==> config.mk <==
export PLATFORM = sky130hd
export DESIGN_NAME = multilevel_active_expired_scheduler
export DESIGN_NICKNAME = d
export VERILOG_FILES = /design/src/mlaes_pkg.sv /design/src/mlaes_ram.sv /design/src/mlaes_ctrl.sv /design/src/multilevel_active_expired_scheduler.sv
export SDC_FILE = /design/constraint.sdc
export NUM_CORES = 2
export LEC_CHECK = 0
export ABC_AREA = 0
export BUFFER_PORTS_ARGS = -buffer_cell sky130_fd_sc_hd__buf_2
export CELL_PAD_IN_SITES_DETAIL_PLACEMENT = 1
export CELL_PAD_IN_SITES_GLOBAL_PLACEMENT = 2
export CORE_UTILIZATION = 49
export DETAILED_ROUTE_END_ITERATION = 8
export PLACE_DENSITY_LB_ADDON = 0.1
export SYNTH_ARGS = -nofsm -noshare
export SYNTH_HDL_FRONTEND = slang
export SYNTH_SLANG_ARGS = --single-unit
export TNS_END_PERCENT = 5
==> constraint.sdc <==
create_clock -name clock -period 11.77 [get_ports clock]
set_input_delay 1.177 -clock clock [delete_from_list [all_inputs] [get_ports clock]]
set_output_delay 1.177 -clock clock [all_outputs]
set_load 0.01 [all_outputs]
==> src/mlaes_pkg.sv <==
package mlaes_pkg;

   localparam int MAX_LEVELS_DEFAULT  = 8;
   localparam int QUEUE_DEPTH_DEFAULT = 16;
   localparam logic [3:0] LEVELS_RESET = 4'd4;

   localparam logic REQ_ADD = 1'b0;
   localparam logic REQ_GET = 1'b1;

   typedef enum logic [1:0] {
      STATUS_OK    = 2'd0,
      STATUS_EMPTY = 2'd1,
      STATUS_FULL  = 2'd2,
      STATUS_RANGE = 2'd3
   } status_type;

   // result of one request, without the dequeued id (that comes from the ram)
   typedef struct packed {
      status_type        status;
      logic              pop;
      logic [2:0]        level;
      logic              to_expired;
      logic signed [3:0] new_dyn_prio;
   } result_type;

endpackage

==> src/mlaes_ram.sv <==
module mlaes_ram #(
   parameter int WIDTH = 8,
   parameter int DEPTH = 256
) (
   input  logic                     clock,
   input  logic                     wr_en,
   input  logic [$clog2(DEPTH)-1:0] wr_addr,
   input  logic [WIDTH-1:0]         wr_data,
   input  logic                     rd_en,
   input  logic [$clog2(DEPTH)-1:0] rd_addr,
   output logic [WIDTH-1:0]         rd_data
);

   logic [WIDTH-1:0] mem_ff [DEPTH];
   logic [WIDTH-1:0] rd_data_ff;

   always_ff @(posedge clock) begin
      if (wr_en) begin
         mem_ff[wr_addr] <= wr_data;
      end
      if (rd_en) begin
         rd_data_ff <= mem_ff[rd_addr];
      end
   end

   assign rd_data = rd_data_ff;

endmodule

==> src/mlaes_ctrl.sv <==
module mlaes_ctrl #(
   parameter int MAX_LEVELS  = mlaes_pkg::MAX_LEVELS_DEFAULT,
   parameter int QUEUE_DEPTH = mlaes_pkg::QUEUE_DEPTH_DEFAULT,
   localparam int LW = (MAX_LEVELS > 1) ? $clog2(MAX_LEVELS) : 1,
   localparam int FW = LW + 1,
   localparam int PW = $clog2(QUEUE_DEPTH),
   localparam int AW = FW + PW
) (
   input  logic                   clock,
   input  logic                   reset,
   input  logic                   advance,
   input  logic                   req_type,
   input  logic [7:0]             proc_id,
   input  logic signed [3:0]      dyn_prio,
   input  logic [3:0]             static_prio,
   input  logic [3:0]             levels_in_use,
   output mlaes_pkg::result_type  result,
   output logic                   wr_en,
   output logic [AW-1:0]          wr_addr,
   output logic [7:0]             wr_data,
   output logic                   rd_en,
   output logic [AW-1:0]          rd_addr
);

   localparam int NF = 2 ** FW;
   localparam int CW = $clog2(QUEUE_DEPTH + 1);

   logic [PW-1:0] head_ff [NF];
   logic [PW-1:0] head_in [NF];
   logic [PW-1:0] tail_ff [NF];
   logic [PW-1:0] tail_in [NF];
   logic [CW-1:0] fill_ff [NF];
   logic [CW-1:0] fill_in [NF];
   logic          bank_ff;
   logic          bank_in;

   logic [4:0]        lev_eff;
   logic              expired;
   logic signed [4:0] lvl_s;
   logic              in_range;
   logic [FW-1:0]     push_fifo;
   logic              full;
   logic              do_push;
   logic [MAX_LEVELS-1:0] act_ne;
   logic [MAX_LEVELS-1:0] exp_ne;
   logic [MAX_LEVELS-1:0] sel_ne;
   logic              any_act;
   logic              found;
   logic [LW-1:0]     top;
   logic              pop_bank;
   logic [FW-1:0]     pop_fifo;
   logic              do_pop;

   function automatic logic [PW-1:0] ptr_inc(input logic [PW-1:0] p);
      ptr_inc = (p == PW'(QUEUE_DEPTH - 1)) ? '0 : p + 1'b1;
   endfunction

   // clamp the levels register to 1..MAX_LEVELS
   always_comb begin
      if (levels_in_use == 4'd0) begin
         lev_eff = 5'd1;
      end else if ({1'b0, levels_in_use} > 5'(MAX_LEVELS)) begin
         lev_eff = 5'(MAX_LEVELS);
      end else begin
         lev_eff = {1'b0, levels_in_use};
      end
   end

   // add path
   always_comb begin
      expired   = dyn_prio[3];
      lvl_s     = expired ? ($signed({1'b0, static_prio}) - 5'sd1) : {dyn_prio[3], dyn_prio};
      in_range  = !lvl_s[4] && ({1'b0, lvl_s[3:0]} < lev_eff);
      push_fifo = {bank_ff ^ expired, lvl_s[LW-1:0]};
      full      = (fill_ff[push_fifo] == CW'(QUEUE_DEPTH));
      do_push   = (req_type == mlaes_pkg::REQ_ADD) && in_range && !full;
   end

   // get path: highest non-empty level, in the expired bank if active is empty
   always_comb begin
      for (int l = 0; l < MAX_LEVELS; l++) begin
         act_ne[l] = (5'(l) < lev_eff) && (fill_ff[{bank_ff, LW'(l)}] != '0);
         exp_ne[l] = (5'(l) < lev_eff) && (fill_ff[{~bank_ff, LW'(l)}] != '0);
      end
      any_act  = |act_ne;
      sel_ne   = any_act ? act_ne : exp_ne;
      pop_bank = any_act ? bank_ff : ~bank_ff;
      found    = |sel_ne;
      top      = '0;
      for (int l = 0; l < MAX_LEVELS; l++) begin
         if (sel_ne[l]) begin
            top = LW'(l);
         end
      end
      pop_fifo = {pop_bank, top};
      do_pop   = (req_type == mlaes_pkg::REQ_GET) && found;
   end

   always_comb begin
      result = '0;
      if (req_type == mlaes_pkg::REQ_ADD) begin
         if (!in_range) begin
            result.status       = mlaes_pkg::STATUS_RANGE;
            result.new_dyn_prio = dyn_prio;
         end else begin
            result.status       = full ? mlaes_pkg::STATUS_FULL : mlaes_pkg::STATUS_OK;
            result.level        = lvl_s[2:0];
            result.to_expired   = expired;
            result.new_dyn_prio = lvl_s[3:0];
         end
      end else if (found) begin
         result.status = mlaes_pkg::STATUS_OK;
         result.pop    = 1'b1;
         result.level  = 3'(top);
      end else begin
         result.status = mlaes_pkg::STATUS_EMPTY;
      end
   end

   assign wr_en   = advance && do_push;
   assign wr_addr = {push_fifo, tail_ff[push_fifo]};
   assign wr_data = proc_id;
   assign rd_en   = advance && do_pop;
   assign rd_addr = {pop_fifo, head_ff[pop_fifo]};

   always_comb begin
      head_in = head_ff;
      tail_in = tail_ff;
      fill_in = fill_ff;
      bank_in = bank_ff;
      if (advance) begin
         if (do_push) begin
            tail_in[push_fifo] = ptr_inc(tail_ff[push_fifo]);
            fill_in[push_fifo] = fill_ff[push_fifo] + 1'b1;
         end
         if (req_type == mlaes_pkg::REQ_GET && !any_act) begin
            bank_in = ~bank_ff;
         end
         if (do_pop) begin
            head_in[pop_fifo] = ptr_inc(head_ff[pop_fifo]);
            fill_in[pop_fifo] = fill_ff[pop_fifo] - 1'b1;
         end
      end
   end

   always_ff @(posedge clock) begin
      if (reset) begin
         for (int f = 0; f < NF; f++) begin
            head_ff[f] <= '0;
            tail_ff[f] <= '0;
            fill_ff[f] <= '0;
         end
         bank_ff <= 1'b0;
      end else begin
         head_ff <= head_in;
         tail_ff <= tail_in;
         fill_ff <= fill_in;
         bank_ff <= bank_in;
      end
   end

endmodule

==> src/multilevel_active_expired_scheduler.sv <==
// Ready-queue scheduler with an active and an expired bank of per-level
// process-id FIFOs. One request (add or get) is accepted every clock cycle
// while the response side is not stalled; each request gives exactly one
// response: it passes through the request register, where the queue
// pointers are updated and the FIFO storage ram is written or read, and then
// the response register, with the ram's registered read data supplying the
// dequeued id. A stalled response holds the pipeline, and one more request
// is still taken into the request register while the response register waits.
// csr_wdata sets the number of levels in use
// (clamped to 1..MAX_LEVELS, reset 4); write it only while no request is in
// flight. Storage is a single ram of 2 * 2^max(1, ceil(log2(MAX_LEVELS))) FIFOs of
// QUEUE_DEPTH slots each (rounded up to a power of two); it needs no clearing.
module multilevel_active_expired_scheduler #(
   parameter int MAX_LEVELS  = mlaes_pkg::MAX_LEVELS_DEFAULT,
   parameter int QUEUE_DEPTH = mlaes_pkg::QUEUE_DEPTH_DEFAULT
) (
   input  logic        clock,
   input  logic        reset,
   input  logic        req_tvalid,
   output logic        req_tready,
   input  logic [15:0] req_tdata,   // proc_id[7:0], dyn_prio[11:8], static_prio[15:12]
   input  logic        req_tuser,   // req_type
   output logic        rsp_tvalid,
   input  logic        rsp_tready,
   output logic [15:0] rsp_tdata,   // proc_out[7:0], level_out[10:8], to_expired[11],
                                    // new_dyn_prio[15:12]
   output logic [1:0]  rsp_tuser,   // status
   input  logic        csr_valid,
   output logic        csr_ready,
   input  logic [3:0]  csr_wdata    // levels_in_use
);

   localparam int LW = (MAX_LEVELS > 1) ? $clog2(MAX_LEVELS) : 1;
   localparam int FW = LW + 1;
   localparam int PW = $clog2(QUEUE_DEPTH);
   localparam int AW = FW + PW;
   localparam int RAM_DEPTH = 2 ** AW;

   logic [3:0]            levels_val_ff;
   logic                  s1_vld_ff;
   logic                  s1_type_ff;
   logic [7:0]            s1_id_ff;
   logic signed [3:0]     s1_dyn_ff;
   logic [3:0]            s1_stat_ff;
   logic                  rsp_vld_ff;
   mlaes_pkg::result_type res_ff;
   mlaes_pkg::result_type res_in;
   logic                  advance;
   logic                  wr_en;
   logic [AW-1:0]         wr_addr;
   logic [7:0]            wr_data;
   logic                  rd_en;
   logic [AW-1:0]         rd_addr;
   logic [7:0]            rd_data;
   logic [7:0]            proc_out;

   assign csr_ready  = 1'b1;
   assign advance    = s1_vld_ff && (!rsp_vld_ff || rsp_tready);
   assign req_tready = !s1_vld_ff || advance;

   always_ff @(posedge clock) begin
      if (reset) begin
         levels_val_ff <= mlaes_pkg::LEVELS_RESET;
      end else begin
         if (csr_valid) begin
            levels_val_ff <= csr_wdata;
         end
      end
   end

   // request register
   always_ff @(posedge clock) begin
      if (reset) begin
         s1_vld_ff <= 1'b0;
      end else if (req_tready) begin
         s1_vld_ff <= req_tvalid;
      end
   end

   always_ff @(posedge clock) begin
      if (req_tready && req_tvalid) begin
         s1_type_ff <= req_tuser;
         s1_id_ff   <= req_tdata[7:0];
         s1_dyn_ff  <= req_tdata[11:8];
         s1_stat_ff <= req_tdata[15:12];
      end
   end

   mlaes_ctrl #(
      .MAX_LEVELS  (MAX_LEVELS),
      .QUEUE_DEPTH (QUEUE_DEPTH)
   ) u_ctrl (
      .clock         (clock),
      .reset         (reset),
      .advance       (advance),
      .req_type      (s1_type_ff),
      .proc_id       (s1_id_ff),
      .dyn_prio      (s1_dyn_ff),
      .static_prio   (s1_stat_ff),
      .levels_in_use (levels_val_ff),
      .result        (res_in),
      .wr_en         (wr_en),
      .wr_addr       (wr_addr),
      .wr_data       (wr_data),
      .rd_en         (rd_en),
      .rd_addr       (rd_addr)
   );

   mlaes_ram #(
      .WIDTH (8),
      .DEPTH (RAM_DEPTH)
   ) u_store (
      .clock   (clock),
      .wr_en   (wr_en),
      .wr_addr (wr_addr),
      .wr_data (wr_data),
      .rd_en   (rd_en),
      .rd_addr (rd_addr),
      .rd_data (rd_data)
   );

   // response register; the ram read data is captured on the same edge
   always_ff @(posedge clock) begin
      if (reset) begin
         rsp_vld_ff <= 1'b0;
      end else if (advance) begin
         rsp_vld_ff <= 1'b1;
      end else if (rsp_tready) begin
         rsp_vld_ff <= 1'b0;
      end
   end

   always_ff @(posedge clock) begin
      if (advance) begin
         res_ff <= res_in;
      end
   end

   assign proc_out   = res_ff.pop ? rd_data : 8'd0;
   assign rsp_tvalid = rsp_vld_ff;
   assign rsp_tuser  = res_ff.status;
   assign rsp_tdata  = {res_ff.new_dyn_prio, res_ff.to_expired, res_ff.level, proc_out};

endmodule

==> flow_summary.yaml <==
outcome:
  status: "finished, final reports clean"
setup_path:
  critPathKind: "flop to flop"
  worstPathCellList: "clkinv_1, o31ai_1, o22ai_2, nor2_2, nand2_1, a2111oi_0, a21oi_1, mux2i_1, or4_4, inv_4, buf_4, nor2_8, buf_12, a221oi_1, o21ai_0, nand3_1, o31ai_1, o22ai_1"
  cpPeakStageDelay_ns: 1.18
  start_kind: "flop"
  crit_slowest_cell: "o31ai_1"
  cp-end-kind: "flop"
  rrSetupSlack_ns: 2.89
  crit_arrival_ns: 9.48
  cp.required_ns: 12.37
  cp_max_fo: 68
  crit_path_frequent_cell: "o31ai_1"
cts:
  cts-root-buf: "clkbuf_16"
  cts.sinks: 2299
  clock_path_buffers: 3
  post_cts_resized: 0
  hold_buffers: 0
  cts_tree: "yes"
  htreeDepth: 4
  cts_setup_buffers: 0
  clkLatencyLatePin_ns: 0.91
  clk_pin_slew_worst_paths_ns: 0.06
  numCtsBuffers: 233
logic_synthesis:
  syn-num-nets: 7331
  async_flop_share_pct: 0
  synth_flop_cell: "edfxtp_1"
  syn_area_mm2: 0.0952
  syn_inst: 7293
  postSynthAreaPerCell_um2: 13.0
  synth_edf_count: 2084
  synth.ff_latch_count: 2299
  ys_types: 90
  ys_seq_area_share_pct: 70.3
  yosysWarnings: 0
sta:
  setup_viol: 0
  fin_crit_ns: 8.88
  rsz0062_at_grt: "no"
  timing.final.ws_setup_ns: 2.89
  max_slew.worst_pin.slew_ns: 1.43
  clock_skew_ns: 0.0425
  post-route-period-util_pct: 75.5
  hold_viol: 0
  maxSlewViolCount: 0
  max_slew_margin_pct: 4.66
  fmax_ghz: 0.113
  timing.hold.ws_ns: 0.452
  totalNegativeSetupSlack_ns: 0
placed_design:
  place_ws_ns: 3.06
  gp_congestion: 0.916
  hpwl_um: 185000
  dp_cells: 9495
  io_buffers: 45
floorplan:
  core_region_area_mm2: 0.193
  ios: 47
  num_rows: 161
  design.die.area_mm2: 0.196
  initial_utilization_pct: 49.4
  die_h_um: 443
  die_w_um: 443
detailed_routing:
  wire_per_inst_um: 30.4
  wl_um: 302000
  vias: 62315
  ant_nets: 0
  drc: 0
  drt_iter0_drc: 6587
  via_per_inst: 6.27
  first_pass_iters: 5
final_layout:
  area_growth_pct: 10.4
  drive_gt1_share_pct: 8.54
  nFillCells: 18704
  nets: 7242
  fin_cells: 9933
global_routing:
  grt_pass1_wl_um: 441000
  grt_overflow_total: 0
  grtUsageTotal_pct: 30.6
  grt_pass1_vias: 63186
  antenna_found_initial: 12
  grt_max_degree: 201
flow_run:
  cap_violations: 0
hold_path:
  min_path_type: "input port to flop"
[cells by family after synthesis]
logic type               Yosys count  synth area share, %
multiplexers                     614                 7.00
AO/OA/AOI/OAI                    967                 7.00
buffers and inverters            543                 2.57
adder cells (fa/ha/maj)           12                0.158
flip-flops                      2299                 70.3
AND/OR/NAND/NOR                 2842                 12.8
XOR/XNOR                          15                0.138
other                              1              0.00394
[area by class of cell]
class,count,area (µm²),share of cell area [%]
tap,2526,3160,3.01
clock inverter,150,1240,1.18
sequential,2299,66900,63.7
clock buffer,285,6070,5.77
inverter,20,86.3,0.0822
timing repair buffer,199,1610,1.54
multi-input combinational,4451,26000,24.7
antenna,3,7.51,0.00715
[stage by stage]
step                      cell area [µm²]  utilization (%)
after floorplan                     95200                -
after global placement              97700             50.7
after detailed placement            97700             50.7
after CTS                          105000             54.5
after global routing               105000             54.5
final                              105000             54.5
[cell usage in the layout, fill, tap and decap left out, drive strengths merged, types with 142 or more instances in the layout]
| cell | n |
|---|---|
| nand3 | 589 |
| mux2i | 571 |
| o21ai | 149 |
| clkbuf | 285 |
| a21oi | 142 |
| nand2 | 1426 |
| buf | 199 |
| dfxtp | 215 |
| edfxtp | 2084 |
| a211oi | 163 |
| nor2 | 549 |
[worst paths after layout]
check / startpoint / to / depth (start not counted)
worst min register to register: u_ctrl.head_ff[12]$_SDFFE_PP0P_ / u_ctrl.head_ff[12]$_SDFFE_PP0P_ / 2
worst max-delay path: u_ctrl.bank_ff$_SDFFE_PP0P_ / u_store.rd_data[4]$_DFFE_PP_ / 18
worst min-delay path: req_tdata[3] / s1_id_ff[3]$_DFFE_PP_ / 1
worst max register to register: u_ctrl.bank_ff$_SDFFE_PP0P_ / u_store.rd_data[4]$_DFFE_PP_ / 18
[metal layers]
metal | up-vias | part of all wire (%) | track usage (%)
met5 | - | 0.0023 | 0
met4 | 2 | 3.4 | 10.4
met3 | 445 | 6.3 | 3.87
met2 | 2261 | 48 | 49.0
met1 | 32451 | 43 | 43.3
li1 | 27156 | - | -
[flip-flops by register name, summed over array words and instances, names as in the netlist]
register         count
u_store.mem_ff    2048
u_ctrl.fill_ff      80
u_ctrl.head_ff      64
u_ctrl.tail_ff      64
rsp_tdata            8
s1_id_ff             8
u_store.rd_data      8
levels_val_ff        4
s1_dyn_ff            4
s1_stat_ff           4
rsp_tuser            2
res_ff               1
rsp_tvalid           1
s1_type_ff           1
s1_vld_ff            1
u_ctrl.bank_ff       1
[cells in the mapped netlist (all sizes together) (9+ instances only)]
cell type     n  area (µm²)
a32oi        26         228
inv          17        66.3
o2111ai      26         245
nor2        549        2100
nor3         38         190
a211oi      163        1220
ha           12         150
o211ai       36         275
o22ai        82         519
o31ai        20         155
edfxtp     2084       62600
dfxtp       215        4300
nand3       589        2950
a41oi         9        78.8
mux2i       571        5720
nor4         21         146
nand4        91         569
and2         17         106
a311oi       45         394
and3         16         100
nand2      1426        5360
a21oi       142         711
o221ai        9        78.8
nor3b        45         338
o21ai       149         761
o32ai        17         164
buf         296        1520
xnor2        10        87.6
clkbuf      227         852
mux4         41         923
a221oi       45         394
or4          15         113
a31oi       132         832
[worst max-delay path: cells and delay by family, from the launching register on]
| kind | cells | cell delay, ns |
|---|---|---|
| muxes | 1 | 0.21 |
| AOI/OAI and AO/OA | 8 | 3.45 |
| and+or+nand+nor | 5 | 2.69 |
| buffers and inverters | 4 | 1.69 |
| DFF | 1 | 0.34 |
Power is not shown: default switching activity piles up to over one toggle a cycle in this logic, so the estimate is an artifact.
